==> src/dspv_pkg.sv <==
// shared types and constants for the dos short path validator
// no dependencies; imported by dspv_step, dos_short_path_validator and the testbench
package dspv_pkg;

  // register indexes on the configuration port (byte address = 4 * index)
  localparam logic [1:0] REG_NAME_LIMIT = 2'd0;
  localparam logic [1:0] REG_EXT_LIMIT  = 2'd1;
  localparam logic [1:0] REG_HIGH_BYTES = 2'd2;

  // reset values of the configuration registers
  localparam logic [3:0] NAME_LIMIT_RST = 4'd8;
  localparam logic [3:0] EXT_LIMIT_RST  = 4'd3;

  // part length counter saturates here
  localparam logic [4:0] PART_SAT = 5'd16;

  // characters with a meaning of their own
  localparam logic [7:0] CH_SPACE  = 8'h20;
  localparam logic [7:0] CH_COLON  = 8'h3A;
  localparam logic [7:0] CH_BSLASH = 8'h5C;
  localparam logic [7:0] CH_DOT    = 8'h2E;
  localparam logic [7:0] CH_STAR   = 8'h2A;
  localparam logic [7:0] CH_QMARK  = 8'h3F;

  // configuration as seen by the per-byte logic
  typedef struct packed {
    logic [3:0] name_limit;
    logic [3:0] ext_limit;
    logic       high_bytes_allowed;
  } dspv_cfg_t;

  // per-path scan state
  typedef struct packed {
    logic [1:0] seen_count;
    logic       first_is_letter;
    logic [4:0] part_count;
    logic       dot_seen;
    logic       wild_seen;
    logic       error_flag;
    logic       prev_sep_or_colon;
  } dspv_state_t;

endpackage

==> src/dspv_step.sv <==
// per-byte update of the path scan state and the path verdict
// depends on dspv_pkg
module dspv_step import dspv_pkg::*; (
  input  dspv_state_t st,
  input  dspv_cfg_t   cfg,
  input  logic [7:0]  char_in,
  input  logic        last,
  output dspv_state_t st_nxt,
  output logic        valid_res
);

  // characters that may never stand in a name
  function automatic logic is_forbidden(input logic [7:0] c);
    // \ / [ ] { } : | < > + = , ; . " ? *
    return c inside {8'h5C, 8'h2F, 8'h5B, 8'h5D, 8'h7B, 8'h7D, 8'h3A, 8'h7C, 8'h3C,
                     8'h3E, 8'h2B, 8'h3D, 8'h2C, 8'h3B, 8'h2E, 8'h22, 8'h3F, 8'h2A};
  endfunction

  // count one name character and check it against the active limit
  function automatic dspv_state_t count_char(input dspv_state_t s_in, input dspv_cfg_t cf);
    dspv_state_t s;
    logic [4:0]  lim;
    s = s_in;
    if (s.part_count < PART_SAT) s.part_count = s.part_count + 5'd1;
    lim = s.dot_seen ? {1'b0, cf.ext_limit} : {1'b0, cf.name_limit};
    if (s.part_count > lim) s.error_flag = 1'b1;
    return s;
  endfunction

  // 8.3 rules for one byte of a part
  function automatic dspv_state_t take_byte(input dspv_state_t s_in, input logic [7:0] c,
                                            input dspv_cfg_t cf);
    dspv_state_t s;
    s = s_in;
    if (c == CH_BSLASH) begin
      if (s.wild_seen) s.error_flag = 1'b1;
      s.part_count = '0;
      s.dot_seen   = 1'b0;
      s.wild_seen  = 1'b0;
    end else if (c == CH_DOT) begin
      if (s.dot_seen) begin
        s.error_flag = 1'b1;
      end else begin
        s.dot_seen   = 1'b1;
        s.part_count = '0;
      end
    end else if (c == CH_STAR || c == CH_QMARK) begin
      s.wild_seen = 1'b1;
      s = count_char(s, cf);
    end else if (c <= CH_SPACE || is_forbidden(c) || (c[7] && !cf.high_bytes_allowed)) begin
      s.error_flag = 1'b1;
    end else begin
      s = count_char(s, cf);
    end
    return s;
  endfunction

  dspv_state_t s;
  logic        is_letter;

  // leading space skip, drive letter detection, then part rules
  always_comb begin
    s = st;
    is_letter = (char_in >= 8'h41 && char_in <= 8'h5A) || (char_in >= 8'h61 && char_in <= 8'h7A);
    if (!(st.seen_count == 2'd0 && char_in == CH_SPACE)) begin
      case (st.seen_count)
        2'd0: begin
          s.first_is_letter = is_letter;
          s = take_byte(s, char_in, cfg);
          s.seen_count = 2'd1;
        end
        2'd1: begin
          if (char_in == CH_COLON && st.first_is_letter) begin
            s.part_count = '0;
            s.dot_seen   = 1'b0;
            s.wild_seen  = 1'b0;
            s.error_flag = 1'b0;
          end else begin
            s = take_byte(s, char_in, cfg);
          end
          s.seen_count = 2'd2;
        end
        default: begin
          s = take_byte(s, char_in, cfg);
        end
      endcase
      s.prev_sep_or_colon = (char_in == CH_BSLASH) || (char_in == CH_COLON);
    end
    valid_res = (s.seen_count != 2'd0) && !s.error_flag && !s.prev_sep_or_colon;
    st_nxt    = last ? '0 : s;
  end

endmodule

==> src/dos_short_path_validator.sv <==
// top level of the dos short path validator: config registers, scan state, result register
// depends on dspv_pkg and dspv_step
//
// usage
// - input channel (in_valid/in_ready, in_char_in, in_last) carries one path byte per beat;
//   in_last marks the final byte of a path
// - output channel (out_valid/out_ready, out_valid_res) carries one beat per path,
//   1 when the whole path is a valid 8.3 name
// - one byte is taken every cycle while in_ready is high; the scan state is updated at the accepting edge
// - the verdict of a path is loaded into the output register when its last byte is accepted
// - while the result register holds a beat that the receiver has not taken, in_ready
//   falls; it rises again in the cycle the beat is taken, when a new byte can be accepted
// - reset (rst_n low, synchronous) clears the scan state, empties the result register and
//   loads name_limit 8, ext_limit 3, high_bytes_allowed 0
// - configuration over the apb port: name_limit at 0x0, ext_limit at 0x4,
//   high_bytes_allowed at 0x8; write only while no path is in progress
module dos_short_path_validator import dspv_pkg::*; (
  input  logic        clk,
  input  logic        rst_n,
  input  logic        in_valid,
  output logic        in_ready,
  input  logic [7:0]  in_char_in,
  input  logic        in_last,
  output logic        out_valid,
  input  logic        out_ready,
  output logic        out_valid_res,
  input  logic        psel,
  input  logic        penable,
  input  logic        pwrite,
  input  logic [3:0]  paddr,
  input  logic [31:0] pwdata,
  output logic [31:0] prdata,
  output logic        pready
);

  dspv_cfg_t   cfg_r;
  dspv_state_t st_r;
  dspv_state_t st_nxt;
  logic        res_nxt;
  logic        out_valid_r;
  logic        out_res_r;
  logic        in_fire;
  logic        cfg_wr;
  logic [1:0]  reg_idx;

  assign pready  = 1'b1;
  assign reg_idx = paddr[3:2];
  assign cfg_wr  = psel && penable && pwrite && pready;

  // configuration registers
  always_ff @(posedge clk) begin
    if (!rst_n) begin
      cfg_r.name_limit         <= NAME_LIMIT_RST;
      cfg_r.ext_limit          <= EXT_LIMIT_RST;
      cfg_r.high_bytes_allowed <= 1'b0;
    end else if (cfg_wr) begin
      case (reg_idx)
        REG_NAME_LIMIT: cfg_r.name_limit         <= pwdata[3:0];
        REG_EXT_LIMIT:  cfg_r.ext_limit          <= pwdata[3:0];
        REG_HIGH_BYTES: cfg_r.high_bytes_allowed <= pwdata[0];
        default: ;
      endcase
    end
  end

  // register read back
  always_comb begin
    case (reg_idx)
      REG_NAME_LIMIT: prdata = {28'd0, cfg_r.name_limit};
      REG_EXT_LIMIT:  prdata = {28'd0, cfg_r.ext_limit};
      REG_HIGH_BYTES: prdata = {31'd0, cfg_r.high_bytes_allowed};
      default:        prdata = '0;
    endcase
  end

  // input handshake
  assign in_ready = !out_valid_r || out_ready;
  assign in_fire  = in_valid && in_ready;

  // per-byte logic
  dspv_step u_step (
    .st        (st_r),
    .cfg       (cfg_r),
    .char_in   (in_char_in),
    .last      (in_last),
    .st_nxt    (st_nxt),
    .valid_res (res_nxt)
  );

  // scan state
  always_ff @(posedge clk) begin
    if (!rst_n) begin
      st_r <= '0;
    end else if (in_fire) begin
      st_r <= st_nxt;
    end
  end

  // result register
  always_ff @(posedge clk) begin
    if (!rst_n) begin
      out_valid_r <= 1'b0;
    end else if (in_fire && in_last) begin
      out_valid_r <= 1'b1;
    end else if (out_ready) begin
      out_valid_r <= 1'b0;
    end
  end

  always_ff @(posedge clk) begin
    if (in_fire && in_last) out_res_r <= res_nxt;
  end

  assign out_valid     = out_valid_r;
  assign out_valid_res = out_res_r;

  // a last beat always produces a result beat
  a_last_gives_result: assert property (@(posedge clk) disable iff (!rst_n)
    in_fire && in_last |=> out_valid)
    else $error("no result after last byte");

  // a last beat clears the scan state for the next path
  a_last_clears_state: assert property (@(posedge clk) disable iff (!rst_n)
    in_fire && in_last |=> st_r == '0)
    else $error("scan state not cleared after last byte");

  // scan state only moves on an accepted beat
  a_state_holds: assert property (@(posedge clk) disable iff (!rst_n)
    !in_fire |=> $stable(st_r))
    else $error("scan state changed without an input beat");

  // counters stay within their saturation points
  a_counters_bounded: assert property (@(posedge clk) disable iff (!rst_n)
    st_r.part_count <= PART_SAT && st_r.seen_count != 2'd3)
    else $error("scan counter out of range");

  // a stalled result never loses its beat to a new path
  a_no_overrun: assert property (@(posedge clk) disable iff (!rst_n)
    out_valid && !out_ready |-> !in_ready)
    else $error("input accepted while result stalled");

endmodule

==> config.mk <==
export PLATFORM = sky130hd
export DESIGN_NAME = dos_short_path_validator
export DESIGN_NICKNAME = d
export VERILOG_FILES = /design/src/dspv_pkg.sv /design/src/dspv_step.sv /design/src/dos_short_path_validator.sv
export SDC_FILE = /design/constraint.sdc
export NUM_CORES = 1
export LEC_CHECK = 0
export BUFFER_PORTS_ARGS = -buffer_cell sky130_fd_sc_hd__buf_2
export CAP_MARGIN = 20
export CORE_MARGIN = 4
export CORE_UTILIZATION = 39
export CTS_CLUSTER_DIAMETER = 120
export DETAILED_ROUTE_END_ITERATION = 6
export PLACE_DENSITY = 0.67
export SLEW_MARGIN = 20
export SYNTH_ARGS = -nofsm -noshare
export SYNTH_HDL_FRONTEND = slang
export SYNTH_HIERARCHICAL = 1
export SYNTH_SLANG_ARGS = --single-unit
==> constraint.sdc <==
create_clock -name clk -period 2.6 [get_ports clk]
set_input_delay 0.26 -clock clk [delete_from_list [all_inputs] [get_ports clk]]
set_output_delay 0.26 -clock clk [all_outputs]
set_load 0.01 [all_outputs]
* Yosys cells after proc, flatten, opt, wreduce, memory -nomap -nowiden
Cells that the tools add are included.
** Word-level totals
- Input port bits :: 52
- Logic and storage cells :: 165
- Output and inout port bits :: 36
- Register bits after elaboration :: 23
** Operators by class
- Add/subtract/negate cells :: 1
- Muxes and demuxes :: 69
- Magnitude comparators :: 12
- Equal/unequal tests :: 32
- Reduce and logical (&&, ||, !) cells :: 39
** Operators with widths (count)
- 5-bit 2-to-1 mux :: 22
- 8-bit by 6-bit equality test with 1-bit output, second input constant :: 13
- 8-bit by 7-bit equality test with 1-bit output, second input constant :: 6
- 8-bit 2-to-1 mux :: 4
- 1-bit 2-to-1 mux :: 28
- 9-bit 2-to-1 mux :: 3
- 5-bit by 4-bit > comparator with 1-bit output :: 5
- 12-bit 2-to-1 mux :: 2
- 6-bit 2-to-1 mux :: 4
- 12-bit one-hot mux with 2 select lines :: 1
- 7-bit 2-to-1 mux :: 3
- 18-bit nonzero test :: 1
- 8-bit by 7-bit greater-or-equal comparator with 1-bit output, second input constant :: 2
- 8-bit by 7-bit less-or-equal comparator with 1-bit output, second input constant :: 2
- 4-bit nonzero test :: 4
- 4-bit inequality test, second input constant :: 3
- 4-bit one-hot mux with 3 select lines :: 1
- 1-bit logical AND :: 11
- 5-bit AND reduction :: 2
- 8-bit by 6-bit less-or-equal comparator with 1-bit output, second input constant :: 1
- 8-bit AND reduction :: 1
- 1-bit logical OR :: 6
- 6-bit by 2-bit inequality test with 1-bit output, second input constant :: 1
- 6-bit by 3-bit inequality test with 1-bit output, second input constant :: 1
- other kinds (16) :: 26

* Longest topological paths before layout
Gate-level depths: netlist of run 1.
- Depth in word-level cells :: 23
- Mapped depth :: 11
- Depth with buffers taken out :: 11

* Modules after synthesis
The synthesis of run 1 kept the hierarchy.
** By module, submodules not included
- dos_short_path_validator :: area each 1330.0 µm², instances 1, cells an instance 142, seq. area each 470.5 µm²
- dspv_step :: area each 844.6 µm², instances 1, cells an instance 126, seq. area each 0.0 µm²

* Least setup slack after synthesis of run 1
OpenSTA, ideal clock, no wires.
- Path type :: register to register
- Start :: reg st_r[8] (netlist name)
- End :: reg st_r[1] (netlist name)
- Cell stages (with the launch flop) :: 11
- Arrival :: 2308 ps
- Setup time :: 115 ps
- Path slack :: 177 ps
- Cell sequence :: dfxtp_1 clkbuf_1 mux2_2 ha_1 a21oi_1 o21ai_0 a211oi_1 nor4bb_1 nor3_1 and3_1 o21a_1
** RTL lines
- start, declared :: line dos_short_path_validator.sv:37 : dspv_state_t st_r;
- start signal, assigned :: line dos_short_path_validator.sv:95 : st_r <= st_nxt;

==> metrics.yaml, run 1 <==
layout:
  n_fill_cell: 526
  final_core_util: 0.448
  drive_gt1_frac: 0.241
  multiInputGateArea_um2: 1520
  final_cell_area_um2: 2360
  fin_nets: 350
  seq_area_um2: 473
  syn_to_final_growth_pct: 8.46
  fin_cells: 360
  num_antenna_cells: 0
setup_path:
  critPathMostFrequentCell: "buf_4"
  path_buf_inv: 2
  arrival_ns: 2.65
  crit_path_end_kind: "flip-flop"
  crit_path_start_kind: "flip-flop"
  critPathMaxStageDelay_ns: 0.34
  crit_type: "reg -> reg"
  worst_path_max_delay_cell: "dfxtp_2"
  cp_max_fo: 5
  critPathRequiredTime_ns: 2.77
  path_delay_family: "compound AO/OA/AOI/OAI gates"
  crit_chain: "buf_4 -> nand4b_1 -> xnor2_2 -> ha_1 -> a21oi_2 -> o21ai_2 -> a211oi_2 -> nor4bb_4 -> buf_4 -> nor3_1 -> and3_1 -> o21a_1"
grt:
  grt-ovfl-total: 0
  grt_pass1_wl_um: 7850
  grt_max_degree: 30
  antenna_found_initial: 0
  grt_usage: 0.145
  grt_pass1_vias: 1702
routing:
  dr.pass1.iters: 4
  wl_per_cell_um: 13.3
  drtIter0Drc: 98
  ant_nets: 0
  route.detailed.drc: 0
  totalWireLength_um: 4790
  via_per_inst: 5.21
  via_count: 1875
sta:
  post-route-min-period_ns: 2.48
  clock.fmax_mhz: 403
  fin_skew_ns: 0.00248
  worst_slew_pin_slew_ns: 0.508
  final-hold-violation-count: 0
  setup_viol: 0
  drv_slew: 0
  relSlewSlack: 0.662
  min_period_over_period: 0.954
placement:
  place_congestion: 0.806
  dpl_cell_area_um2: 2250
  hpwlAfterDp_um: 3500
  place_inst: 355
  port_buffers: 28
floorplanning:
  initial_core_util: 0.413
  ios: 88
  die_h_um: 82.7
  fp.dieW_um: 82.7
  rows: 26
  coreArea_um2: 5270
  floorplan.die_area_um2: 6830
pwr:
  peakVddDrop_uv: 307
  p_leak_nw: 0.993
  power_density_nw_per_um2: 329
  p_total_uw: 777
cts:
  cts.path.max_buffers: 2
  cts.sinks: 23
  clk_pin_slew_ns: 0.08
  htreeDepth: 1
  clock_latency_ns: 0.27
  cts_tree: "yes"
  cts_buffers: 3
  hold_buffers: 0
  root_buffer: "clkbuf_8"
yosys:
  synth_warnings: 6
  synth_cell_types: 55
  synth-seq-area-share: 0.216
  syn_inst: 268
  ys_seq_elements: 23
  syn_area_per_cell_um2: 8.11
  netlist_area_um2: 2170
status:
  status: "complete, no violations"
job:
  drv_cap: 0
min_path:
  worstHoldPathType: "in -> reg"
synth_stat cells, drive strengths merged:
library cell / number / area share
conb: 2 / 0.0035
a21o: 1 / 0.0040
and3b: 1 / 0.0040
or4: 1 / 0.0035
nor4bb: 1 / 0.0046
nand2b: 3 / 0.012
o211a: 1 / 0.0046
nor4: 2 / 0.0058
or2: 1 / 0.0029
nand2: 24 / 0.041
a211oi: 5 / 0.022
o211ai: 2 / 0.0069
nor3: 7 / 0.021
dfxtp: 22 / 0.20
a21boi: 13 / 0.045
ha: 7 / 0.040
o2bb2ai: 1 / 0.0040
nand3: 5 / 0.014
or4b: 2 / 0.013
edfxtp: 1 / 0.014
o21ai: 9 / 0.024
and3: 17 / 0.051
mux2: 2 / 0.010
nand4b: 3 / 0.012
nor2: 15 / 0.027
nor3b: 6 / 0.028
clkbuf: 7 / 0.012
nor2b: 8 / 0.023
a21oi: 11 / 0.027
a221oi: 1 / 0.0040
o2111ai: 1 / 0.0040
xnor2: 2 / 0.0081
xor2: 1 / 0.0040
nand3b: 2 / 0.0069
inv: 5 / 0.0086
mux2i: 17 / 0.078
o21a: 12 / 0.041
buf: 40 / 0.14
and2: 1 / 0.0035
a31oi: 1 / 0.0029
nand4: 2 / 0.0058
o31ai: 3 / 0.013
layout by cell type, fill, tap and decap left out, types with 4 or more instances in the layout:
master    count
conb_1       29
buf_2        28
nand2_1      24
dfxtp_1      20
mux2i_1      17
and3_1       16
nor2_1       14
a21boi_0     13
o21a_1       12
buf_4        10
nor2b_1       8
a21oi_1       8
o21ai_0       6
nor3_1        6
ha_1          6
inv_1         5
nor3b_1       4
nand3_1       4
final timing paths:
check	start	end	slack, ns	depth (start not counted)
worst min register to register	cfg_r[3]	cfg_r[3]	0.48	2
worst max-delay path	st_r[5]	st_r[1]	0.12	12
worst max register to register	st_r[5]	st_r[1]	0.12	12
worst min-delay path	pwdata[1]	cfg_r[6]	0.25	3
kinds of logic after synthesis:
kind of cell               synth area share
and+or+nand+nor                       0.280
muxes                                0.0886
DFF                                   0.216
adders and majority gates            0.0403
buffers and inverters                 0.157
other                               0.00345
xor gates and xnor gates             0.0121
AOI/OAI and AO/OA                     0.203
metal layers:
| layer | GRT usage | wire (um) | share of wire | up-vias |
|---|---|---|---|---|
| li1 | - | - | - | 941 |
| met4 | 0.0408 | 55 | 0.011 | 0 |
| met2 | 0.253 | 2320 | 0.48 | 50 |
| met1 | 0.182 | 2140 | 0.45 | 880 |
| met5 | 0 | 0 | 0 | - |
| met3 | 0.0282 | 271 | 0.057 | 4 |
through the flow:
step | setup TNS (ns) | hold slack (ns) | worst slack [ns]
after floorplan | 0 | 0.402 | 0.177
after global placement | -0.0342 | 0.458 | -0.0342
after detailed placement | -0.0533 | 0.468 | -0.0533
after CTS | 0 | 0.246 | 0.0345
after global routing | -0.0108 | 0.253 | -0.0108
final | 0 | 0.246 | 0.121
final cells by class:
class	count	share of cell area
multi-input combinational	220	0.644
sequential	23	0.201
timing repair buffer	38	0.0912
tap	70	0.0371
clock buffer	4	0.0191
inverter	5	0.00796
registers in the layout (all words and copies together), names as in the netlist:
| name | count |
|---|---|
| out_valid_res | 1 |
| st_r | 12 |
| cfg_r | 9 |
| out_valid | 1 |
where the power goes:
part           total [mW]  switching [mW]  internal (mW)
Sequential          0.368         0.00548          0.362
Clock               0.230           0.120          0.110
Combinational       0.179           0.110         0.0696
Total               0.777           0.235          0.541
worst reg2reg max path, cell delays in order (launching register included):
cell      delay [ns]
dfxtp_2         0.34
buf_4           0.13
nand4b_1        0.17
xnor2_2         0.19
ha_1            0.34
a21oi_2         0.15
o21ai_2         0.08
a211oi_2        0.24
nor4bb_4        0.24
buf_4           0.15
nor3_1          0.04
and3_1          0.14
o21a_1          0.18
what timing repair did:
| action | 4_1_cts | 5_1_grt |
|---|---|---|
| setup buffers | 0 | 1 |
| pin swaps | 1 | 4 |
| endpoints found under the setup margin | 1 | 1 |
| resized for setup | 1 | 11 |
(Power assumes the default switching activity.)
==> run 2, diff against run 1 <==
--- a/config.mk
+++ b/config.mk
@@ -11,7 +11,7 @@
 export CORE_UTILIZATION = 39
 export CTS_CLUSTER_DIAMETER = 120
 export DETAILED_ROUTE_END_ITERATION = 6
-export PLACE_DENSITY = 0.67
+export PLACE_DENSITY_LB_ADDON = 0.12
 export SLEW_MARGIN = 20
 export SYNTH_ARGS = -nofsm -noshare
 export SYNTH_HDL_FRONTEND = slang
==> metrics.yaml, run 2 (synthesized netlist as in run 1, its figures left out) <==
pwr:
  peakVddDrop_uv: 174
  p_leak_nw: 0.967
  power_density_nw_per_um2: 332
routing:
  ant_nets: 0
  wl_per_cell_um: 12.9
  via_count: 1809
  route.detailed.drc: 0
  totalWireLength_um: 4610
  drtIter0Drc: 57
  dr.pass1.iters: 4
  via_per_inst: 5.07
setup_path:
  crit_path_start_kind: "flip-flop"
  crit_type: "reg -> reg"
  reg2reg_depth: 10
  reg2reg_slack_ns: 0.26
  r2r-start: "st_r[4]"
  r2r_end: "st_r[1]"
  cp_max_fo: 2
  critPathRequiredTime_ns: 2.77
  crit_path_end_kind: "flip-flop"
  arrival_ns: 2.51
layout:
  largestRegisters: "st_r: 12 flops, cfg_r: 9 flops"
  num_antenna_cells: 0
  final_cell_mix: "conb_1, buf_2, nand2_1"
  syn_to_final_growth_pct: 6.50
  final_common_cell: "conb_1"
  largest_register_ffs: 12
  final_core_util: 0.439
  n_fill_cell: 561
  fin_nets: 347
  max_flop_register: "st_r"
  final_cell_area_um2: 2320
  drive_gt1_frac: 0.220
cts:
  clk_pin_slew_ns: 0.09
  post_cts_buffers: 0
  cts.path.max_buffers: 2
  root_buffer: "clkbuf_8"
  cts_tree: "yes"
  cts.sinks: 23
  cts_buffers: 3
  hold_buffers: 0
  clock_latency_ns: 0.27
  htreeDepth: 1
floorplanning:
  initial_core_util: 0.413
  rows: 26
  fp.dieW_um: 82.7
  floorplan.die_area_um2: 6830
  ios: 88
  die_h_um: 82.7
  coreArea_um2: 5270
sta:
  post-route-min-period_ns: 2.34
  final-hold-violation-count: 0
  rsz0062_at_grt: "false"
  drv_slew: 0
  hold_slack_ns: 0.245
  fin_skew_ns: 0.00200
  min_period_over_period: 0.901
  setup_viol: 0
  clock.fmax_mhz: 427
placement:
  place_congestion: 0.755
  dpl_cell_area_um2: 2230
  port_buffers: 28
  hpwlAfterDp_um: 3440
grt:
  grt_usage: 0.143
  grt_max_degree: 30
  grt_pass1_vias: 1669
  grt_pass1_wl_um: 7690
  antenna_found_initial: 0
  grt-ovfl-total: 0
min_path:
  worstHoldPathType: "in -> reg"
  hold_end: "cfg_r[4]"
  whs_path_depth: 3
  worstHoldStart: "pwdata[3]"
job:
  drv_cap: 0
status:
  status: "complete, no violations"
## run 2: worst max-delay path: stages (launching register included)
cell and delay [ns]:
dfxtp_1 0.32, ha_1 0.28, mux2_2 0.31, ha_4 0.25, a21oi_2 0.11, o21ai_1 0.09, a211oi_2 0.25, nor4bb_4 0.25
nor3_1 0.07, and3_1 0.14, o21a_1 0.17
## run 2: power by group
group / total (mW) / switching (mW) / internal (mW)
logic: 0.173 / 0.107 / 0.0663
registers: 0.368 / 0.00545 / 0.362
clock network: 0.229 / 0.121 / 0.107
total: 0.769 / 0.234 / 0.536
## run 2: cell type report
| class | instances | area [um2] | area share |
|---|---|---|---|
| tap | 70 | 87.6 | 0.0378 |
| timing repair buffer | 35 | 193 | 0.0832 |
| inverter | 5 | 18.8 | 0.00810 |
| sequential | 23 | 470 | 0.203 |
| clock inverter | 1 | 5.00 | 0.00216 |
| clock buffer | 3 | 41.3 | 0.0178 |
| multi-input combinational | 220 | 1500 | 0.648 |
## run 2: what timing repair did
action	4_1_cts	5_1_grt
setup endpoints to repair	1	2
pin swaps	0	2
cloned	0	0
resized for setup	1	5
## run 2: routing by layer
layer | share of wire | global-route usage
met1 | 0.49 | 0.191
met2 | 0.45 | 0.241
met3 | 0.055 | 0.0293
met4 | 0.0059 | 0.0196
met5 | 0 | 0
## run 2: worst max-delay path by stage
stage	endpoint	start	slack, ns
3_5_place_dp	st_r[1]	st_r[4]	0.009
2_1_floorplan	st_r[1]	st_r[8]	0.18
4_1_cts	st_r[1]	st_r[4]	0.05
6_report	st_r[1]	st_r[4]	0.26
3_3_place_gp	st_r[1]	st_r[4]	-0.01
5_1_grt	st_r[1]	st_r[4]	0.04
## run 2: through the flow
step	power, mW	cells	setup slack [ns]	TNS (ns)
2_1_floorplan	0.530	295	0.177	0
3_3_place_gp	0.542	353	-0.0116	-0.0116
3_5_place_dp	0.543	353	0.00914	0
4_1_cts	0.782	357	0.0451	0
5_1_grt	0.822	357	0.0398	0
6_report	0.769	357	0.256	0
